--- src/rtl/spi9_pkg.sv ---
`timescale 1ns / 1ps
package spi9_pkg;

  // sizes
  localparam int MAX_PARAM_BYTES = 4;
  localparam int PAYLOAD_BYTES   = 4;
  localparam int BITS_PER_BYTE   = 8;
  localparam int WR_LIMIT_INT    = (MAX_PARAM_BYTES < PAYLOAD_BYTES) ?
                                   MAX_PARAM_BYTES : PAYLOAD_BYTES;

  localparam logic [2:0] WR_LIMIT = 3'(WR_LIMIT_INT);
  localparam logic [2:0] RD_LIMIT = 3'(PAYLOAD_BYTES);
  localparam logic [3:0] BIT_LAST = 4'(BITS_PER_BYTE);

  // input kinds
  localparam logic [1:0] KIND_WRITE  = 2'd0;
  localparam logic [1:0] KIND_READ   = 2'd1;
  localparam logic [1:0] KIND_SAMPLE = 2'd2;

  // result slot kinds
  localparam logic [1:0] SLOT_DC    = 2'd0;
  localparam logic [1:0] SLOT_DATA  = 2'd1;
  localparam logic [1:0] SLOT_RCLK  = 2'd2;
  localparam logic [1:0] SLOT_DONE  = 2'd3;

  typedef struct packed {
    logic [1:0]  kind;
    logic [7:0]  command;
    logic [31:0] payload;
    logic [2:0]  byte_count;
    logic        miso_bit;
  } in_item_t;

  typedef struct packed {
    logic        mosi_bit;
    logic [1:0]  slot_kind;
    logic [31:0] read_data;
    logic        last;
  } out_item_t;

  // start of a write or read transaction, to transmitter and receiver
  typedef struct packed {
    logic        go;
    logic        is_read;
    logic [7:0]  command;
    logic [31:0] payload;
    logic [2:0]  count;
  } start_t;

  typedef enum logic [1:0] {
    TX_IDLE,
    TX_WORD,
    TX_READ_DONE
  } tx_state_t;

  // clamp a byte count to a limit
  function automatic logic [2:0] sat_count(input logic [2:0] count,
                                           input logic [2:0] limit);
    sat_count = (count > limit) ? limit : count;
  endfunction

endpackage

--- src/rtl/spi9_rx.sv ---
`timescale 1ns / 1ps
module spi9_rx import spi9_pkg::*; (
  input  logic      clk,
  input  logic      rst,
  input  start_t    start,
  input  logic      sample,
  input  logic      miso,
  output logic      pending,
  output out_item_t result
);

  logic        skip;
  logic [5:0]  bits_left;
  logic [31:0] receive_shift;
  logic [31:0] shift_next;
  logic [2:0]  n_rd;

  assign n_rd       = sat_count(start.count, RD_LIMIT);
  assign shift_next = {receive_shift[30:0], miso};

  // result of one sample clock
  always_comb begin
    result = '0;
    if (skip) begin
      result.slot_kind = SLOT_RCLK;
    end else if (bits_left == 6'd1) begin
      result.slot_kind = SLOT_DONE;
      result.read_data = shift_next;
      result.last      = 1'b1;
    end else begin
      result.slot_kind = SLOT_RCLK;
    end
  end

  // receiver state: armed at transaction start, shifted per sample clock
  always_ff @(posedge clk) begin
    if (rst) begin
      pending       <= 1'b0;
      skip          <= 1'b0;
      bits_left     <= '0;
      receive_shift <= '0;
    end else if (start.go) begin
      receive_shift <= '0;
      if (start.is_read && n_rd != 3'd0) begin
        pending   <= 1'b1;
        bits_left <= {n_rd, 3'b000};
        skip      <= (n_rd > 3'd1);
      end else begin
        pending   <= 1'b0;
        bits_left <= '0;
        skip      <= 1'b0;
      end
    end else if (sample && pending) begin
      if (skip) begin
        skip <= 1'b0;
      end else if (bits_left == 6'd1) begin
        pending       <= 1'b0;
        bits_left     <= '0;
        receive_shift <= '0;
      end else begin
        receive_shift <= shift_next;
        bits_left     <= bits_left - 6'd1;
      end
    end
  end

`ifndef SYNTHESIS
  a_pending_bits : assert property (@(posedge clk) disable iff (rst)
    pending |-> bits_left != 6'd0)
    else $error("receiver pending with no bits left");

  a_skip_multi : assert property (@(posedge clk) disable iff (rst)
    skip |-> (pending && bits_left > 6'd8))
    else $error("dummy clock armed for a single-byte read");
`endif

endmodule

--- src/rtl/spi9_tx.sv ---
`timescale 1ns / 1ps
module spi9_tx import spi9_pkg::*; (
  input  logic      clk,
  input  logic      rst,
  input  start_t    start,
  input  logic      advance,
  output logic      busy,
  output out_item_t result
);

  tx_state_t   state, state_next;
  logic [39:0] shreg;
  logic [2:0]  words_left;
  logic [3:0]  bit_idx;
  logic        param;
  logic        is_read;
  logic        zero_read;
  logic [2:0]  n_wr;
  logic [2:0]  n_rd;
  logic [31:0] aligned;
  logic        word_end;

  assign n_wr     = sat_count(start.count, WR_LIMIT);
  assign n_rd     = sat_count(start.count, RD_LIMIT);
  assign busy     = (state != TX_IDLE);
  assign word_end = (bit_idx == BIT_LAST);

  // parameter bytes moved to the top of the shifter
  always_comb begin
    case (n_wr)
      3'd1:    aligned = {start.payload[7:0], 24'd0};
      3'd2:    aligned = {start.payload[15:0], 16'd0};
      3'd3:    aligned = {start.payload[23:0], 8'd0};
      3'd4:    aligned = start.payload;
      default: aligned = '0;
    endcase
  end

  // next state
  always_comb begin
    state_next = state;
    case (state)
      TX_IDLE: begin
        if (start.go) state_next = TX_WORD;
      end
      TX_WORD: begin
        if (advance && word_end && words_left == 3'd1) begin
          state_next = (is_read && zero_read) ? TX_READ_DONE : TX_IDLE;
        end
      end
      TX_READ_DONE: begin
        if (advance) state_next = TX_IDLE;
      end
      default: state_next = TX_IDLE;
    endcase
  end

  // slot output
  always_comb begin
    result = '0;
    case (state)
      TX_WORD: begin
        if (bit_idx == 4'd0) begin
          result.mosi_bit  = param;
          result.slot_kind = SLOT_DC;
        end else begin
          result.mosi_bit  = shreg[39];
          result.slot_kind = SLOT_DATA;
          result.last      = !is_read && words_left == 3'd1 && word_end;
        end
      end
      TX_READ_DONE: begin
        result.slot_kind = SLOT_DONE;
        result.last      = 1'b1;
      end
      default: result = '0;
    endcase
  end

  always_ff @(posedge clk) begin
    if (rst) begin
      state <= TX_IDLE;
    end else begin
      state <= state_next;
    end
  end

  // word shifter and slot counters
  always_ff @(posedge clk) begin
    if (rst) begin
      words_left <= '0;
      bit_idx    <= '0;
      param      <= 1'b0;
      is_read    <= 1'b0;
      zero_read  <= 1'b0;
    end else if (state == TX_IDLE && start.go) begin
      shreg      <= {start.command, aligned};
      words_left <= start.is_read ? 3'd1 : n_wr + 3'd1;
      bit_idx    <= '0;
      param      <= 1'b0;
      is_read    <= start.is_read;
      zero_read  <= (n_rd == 3'd0);
    end else if (state == TX_WORD && advance) begin
      if (bit_idx == 4'd0) begin
        bit_idx <= 4'd1;
      end else begin
        shreg <= {shreg[38:0], 1'b0};
        if (word_end) begin
          bit_idx    <= '0;
          words_left <= words_left - 3'd1;
          param      <= 1'b1;
        end else begin
          bit_idx <= bit_idx + 4'd1;
        end
      end
    end
  end

`ifndef SYNTHESIS
  a_word_counts : assert property (@(posedge clk) disable iff (rst)
    state == TX_WORD |-> (words_left != 3'd0 && bit_idx <= BIT_LAST))
    else $error("transmit counters out of range");
`endif

endmodule

--- src/rtl/spi_9bit_command_serializer.sv ---
`timescale 1ns / 1ps
// Write item: 9*(n+1) serial slots, one per cycle unless the output stalls.
// Next item is taken once the sequencer is back in idle after the last slot.
// Read start: 9 slots, plus one read-complete slot for a zero-byte read.
// Sample item: at most one result, registered on the accept edge; one per cycle unless stalled.
// Slot rate is set by the single 40-bit word shifter, which holds while the output stalls.
// Synchronous reset clears sequencer, receiver and output valid; no clearing pass.
module spi_9bit_command_serializer import spi9_pkg::*; (
  input  logic      clk,
  input  logic      rst,
  input  logic      in_valid,
  output logic      in_stall,
  input  in_item_t  in_data,
  output logic      out_valid,
  input  logic      out_stall,
  output out_item_t out_data
);

  logic      out_ok;
  logic      accept;
  logic      sample;
  logic      tx_busy;
  logic      rx_pending;
  start_t    start;
  out_item_t tx_result;
  out_item_t rx_result;

  // handshake
  assign out_ok   = !out_valid || !out_stall;
  assign in_stall = tx_busy || !out_ok;
  assign accept   = in_valid && !in_stall;
  assign sample   = accept && in_data.kind == KIND_SAMPLE;

  always_comb begin
    start.go      = accept && (in_data.kind == KIND_WRITE || in_data.kind == KIND_READ);
    start.is_read = (in_data.kind == KIND_READ);
    start.command = in_data.command;
    start.payload = in_data.payload;
    start.count   = in_data.byte_count;
  end

  spi9_tx u_tx (
    .clk     (clk),
    .rst     (rst),
    .start   (start),
    .advance (out_ok),
    .busy    (tx_busy),
    .result  (tx_result)
  );

  spi9_rx u_rx (
    .clk     (clk),
    .rst     (rst),
    .start   (start),
    .sample  (sample),
    .miso    (in_data.miso_bit),
    .pending (rx_pending),
    .result  (rx_result)
  );

  // output register
  always_ff @(posedge clk) begin
    if (rst) begin
      out_valid <= 1'b0;
    end else if (out_ok) begin
      out_valid <= tx_busy || (sample && rx_pending);
    end
  end

  always_ff @(posedge clk) begin
    if (out_ok) begin
      out_data <= tx_busy ? tx_result : rx_result;
    end
  end

`ifndef SYNTHESIS
  a_done_is_last : assert property (@(posedge clk) disable iff (rst)
    (out_valid && out_data.slot_kind == SLOT_DONE) |-> out_data.last)
    else $error("read complete without end of transaction");

  a_rclk_mosi_low : assert property (@(posedge clk) disable iff (rst)
    (out_valid && out_data.slot_kind == SLOT_RCLK) |-> !out_data.mosi_bit && !out_data.last)
    else $error("read clock drives mosi or ends transaction");
`endif

endmodule
--- config.mk ---
export PLATFORM = sky130hd
export DESIGN_NAME = spi_9bit_command_serializer
export DESIGN_NICKNAME = d
export VERILOG_FILES = /design/src/rtl/spi9_pkg.sv /design/src/rtl/spi9_rx.sv /design/src/rtl/spi9_tx.sv /design/src/rtl/spi_9bit_command_serializer.sv
export SDC_FILE = /design/constraint.sdc
export NUM_CORES = 1
export LEC_CHECK = 0
export BUFFER_PORTS_ARGS = -buffer_cell sky130_fd_sc_hd__buf_2
export CAP_MARGIN = 10
export CORE_UTILIZATION = 55
export DETAILED_ROUTE_END_ITERATION = 7
export PLACE_DENSITY = 0.77
export SYNTH_ARGS = -nofsm -noshare
export SYNTH_HDL_FRONTEND = slang
export SYNTH_HIERARCHICAL = 1
export SYNTH_SLANG_ARGS = --single-unit
--- constraint.sdc ---
create_clock -name clk -period 13.2 [get_ports clk]
set_clock_uncertainty 0.05 [all_clocks]
set_input_delay 1.98 -clock clk [delete_from_list [all_inputs] [get_ports clk]]
set_output_delay 1.98 -clock clk [all_outputs]
set_load 0.1 [all_outputs]
==> flow_summary.ini <==
[die]
die_h_um = 112
ios = 88
start_util_pct = 57.2
core_area_um2 = 11600
floorplan.die.width_um = 112
dieArea_um2 = 12500
num_rows = 39

[logic_synthesis]
synth.yosys.warnings = 6
syn-mean-instance-area_um2 = 10.6
ys.flop_type = edfxtp_1
synth_async_sr_flop_share_pct = 0
syn-instance-count = 627
synth_enable_flop_cells = 76
seq_area_frac_synth_pct = 50.0
synth.distinct_cells = 56
synth.cell_area_um2 = 6650
postSynthRegisterBits = 128

[sta]
post-route-worst-setup-slack_ps = 8460
slew_violations = 0
final_min_period_over_clock_period_pct = 35.9
finalSetupViolations = 0
max_slew_margin_pct = 42.6
fin_tns_setup_ps = 0
worst_slew_pin_slew_ps = 861
rsz_0062_raised_after_global_routing = false
post-route-min-period_ps = 4740
maxClockFrequency_ghz = 0.211
timing_hold_violations_final = 0

[routing]
vias_per_cell = 5.63
antenna_violating_nets_post_route = 0
drt_wirelength_mm = 12.6
routed-via-count = 4811
detail_route.drc_violations = 5
drt-wirelength-per-cell_um = 14.8
drtIter0Drc = 554
drt-pass1-iter-count = 8

[pwr]
ir_drop_worst_vdd_uv = 82.1
leakagePower_nw = 3.06
power.density_nw_per_um2 = 205

[finish]
n_antenna_cell = 0
final_cell_mix = nand2_1, buf_2, edfxtp_1
drive_above_1_share_pct = 25.6
finalNetCount = 758
layoutNonFillerInstCount = 854
syn_to_final_growth_pct = 13.7
fillers = 905

[global_route]
first_global_vias = 4612
grt-ovfl-total = 0
number_of_antenna_violations_at_the_first_check_in_global_routing = 0
grt_max_degree = 47
grt_pass1_wl_mm = 21.2
grt_util_all_layers_pct = 21.1

[clock_network]
max-clock-path-buffers = 2
h-tree-depth = 4
holdBufCountCts = 0
cts-resized-gates = 0
cts-buffers-inserted = 17
insertion_delay_ps = 400
tritoncts = built
postCtsSetupBuffers = 0
path_clk_slew_ps = 60
numClockSinks = 128
cts.root.buffer_cell = clkbuf_16

[critical_path]
slowest_stage = buf_2
worst_setup_path_start_kind = primary input
endpoint_kind = output port
critical_path_peak_fanout = 3
setup_crit_path_kind = primary input to output port
crit_path_cell_trace = buf_2 > a21oi_4 > inv_1 > buf_2
worst_ep_arrival_time_ps = 2710
cpMostUsedCell = buf_2
ff2ff_setup_slack_ps = 10060
cp_data_required_time_ps = 11170
stage_delay_of_the_slowest_cell_on_the_critical_path_ps = 440

[placement]
placement.io_buffers = 87
dp.final_hpwl_mm = 8.18
post-place-cells = 821
routabilityCongestion = 0.855
dp_slack_ps = 8460

[flow_run]
maxcap_violations = 0

[run_status]
outcome = complete, but fails checks
failed_checks = design-rule violations

[hold_path]
worstHoldPathType = flop to flop
routing by layer:
metal	vias up	wire length, um	global-route usage (%)
met5	-	0	0
met4	0	162	8.18
met3	11	688	4.14
met2	180	6570	37.4
met1	2289	5180	25.2
li1	2331	-	-
cell usage after synthesis, types with 5 or more instances:
| cell type | instances | area, um^2 |
|---|---|---|
| nand2_1 | 87 | 327 |
| edfxtp_1 | 76 | 2280 |
| dfxtp_1 | 52 | 1040 |
| a21oi_1 | 46 | 230 |
| and2_1 | 36 | 225 |
| nand3_1 | 36 | 180 |
| buf_4 | 35 | 263 |
| o21ai_0 | 34 | 170 |
| mux2_4 | 30 | 450 |
| clkbuf_1 | 18 | 67.6 |
| nor2_1 | 17 | 63.8 |
| a222oi_1 | 16 | 160 |
| inv_1 | 14 | 52.6 |
| mux2_2 | 14 | 158 |
| ha_1 | 10 | 125 |
| buf_2 | 9 | 45.0 |
| a21boi_0 | 8 | 60.1 |
| a22oi_1 | 8 | 60.1 |
| buf_6 | 7 | 78.8 |
| nor3_1 | 7 | 35.0 |
| nand2b_1 | 5 | 31.3 |
final timing paths:
check	from	end	depth (start not counted)
worst max register to register	u_tx/state[0]	u_tx/shreg[3]	12
worst max-delay path	out_stall	in_stall	4
worst min register to register	u_rx/receive_shift[30]	u_rx/receive_shift[30]	2
worst min-delay path	u_rx/receive_shift[30]	u_rx/receive_shift[30]	2
sequential cells by signal, indices dropped and copies added, names as in the netlist:
register	flops
u_tx/zero_read	1
u_tx/shreg	40
u_rx/pending	1
u_rx/bits_left	6
u_rx/receive_shift	31
u_rx/skip	1
u_tx/param	1
out_data	36
u_tx/is_read	1
u_tx/bit_idx	4
u_tx/words_left	3
out_valid	1
u_tx/state	2
power by group:
group          switching, mW  internal, mW  total [mW]
Combinational          0.432         0.110       0.541
Clock                  0.163         0.319       0.481
Sequential            0.0205         0.503       0.524
Total                  0.615         0.932        1.55
through the flow:
stage / hold slack (ps) / total power, mW / cell area (um^2) / utilization [%]
3_5_place_dp: 395 / 1.07 / 6930 / 59.6
5_1_grt: 440 / 1.60 / 7560 / 65.1
3_3_place_gp: 394 / 1.06 / 6930 / 59.6
6_report: 402 / 1.55 / 7560 / 65.1
4_1_cts: 403 / 1.55 / 7540 / 64.9
2_1_floorplan: 377 / 1.01 / 6760 / -
cells by family after synthesis:
group / count (synthesis) / synth area share [%]
AND/OR/NAND/NOR: 217 / 16.9
AO/OA/AOI/OAI: 131 / 12.5
flip-flops: 128 / 50.0
buffers and inverters: 89 / 8.73
multiplexers: 46 / 9.45
adder cells (fa/ha/maj): 10 / 1.88
other: 3 / 0.169
XOR/XNOR: 3 / 0.395
critical path, delay by kind of cell:
kind	cells	cell delay, ps
buffers and inverters	3	680
AOI/OAI and AO/OA	1	50
layout make-up:
class / instances / area [um^2] / share of cell area [%]
Inverter: 14 / 52.6 / 0.695
Clock buffer: 20 / 447 / 5.91
Timing Repair Buffer: 96 / 515 / 6.82
Sequential cell: 128 / 3320 / 44.0
Clock inverter: 12 / 165 / 2.19
Tap cell: 143 / 179 / 2.37
Multi-Input combinational cell: 441 / 2880 / 38.1
No activity file was read; power rests on OpenSTA's default activity.
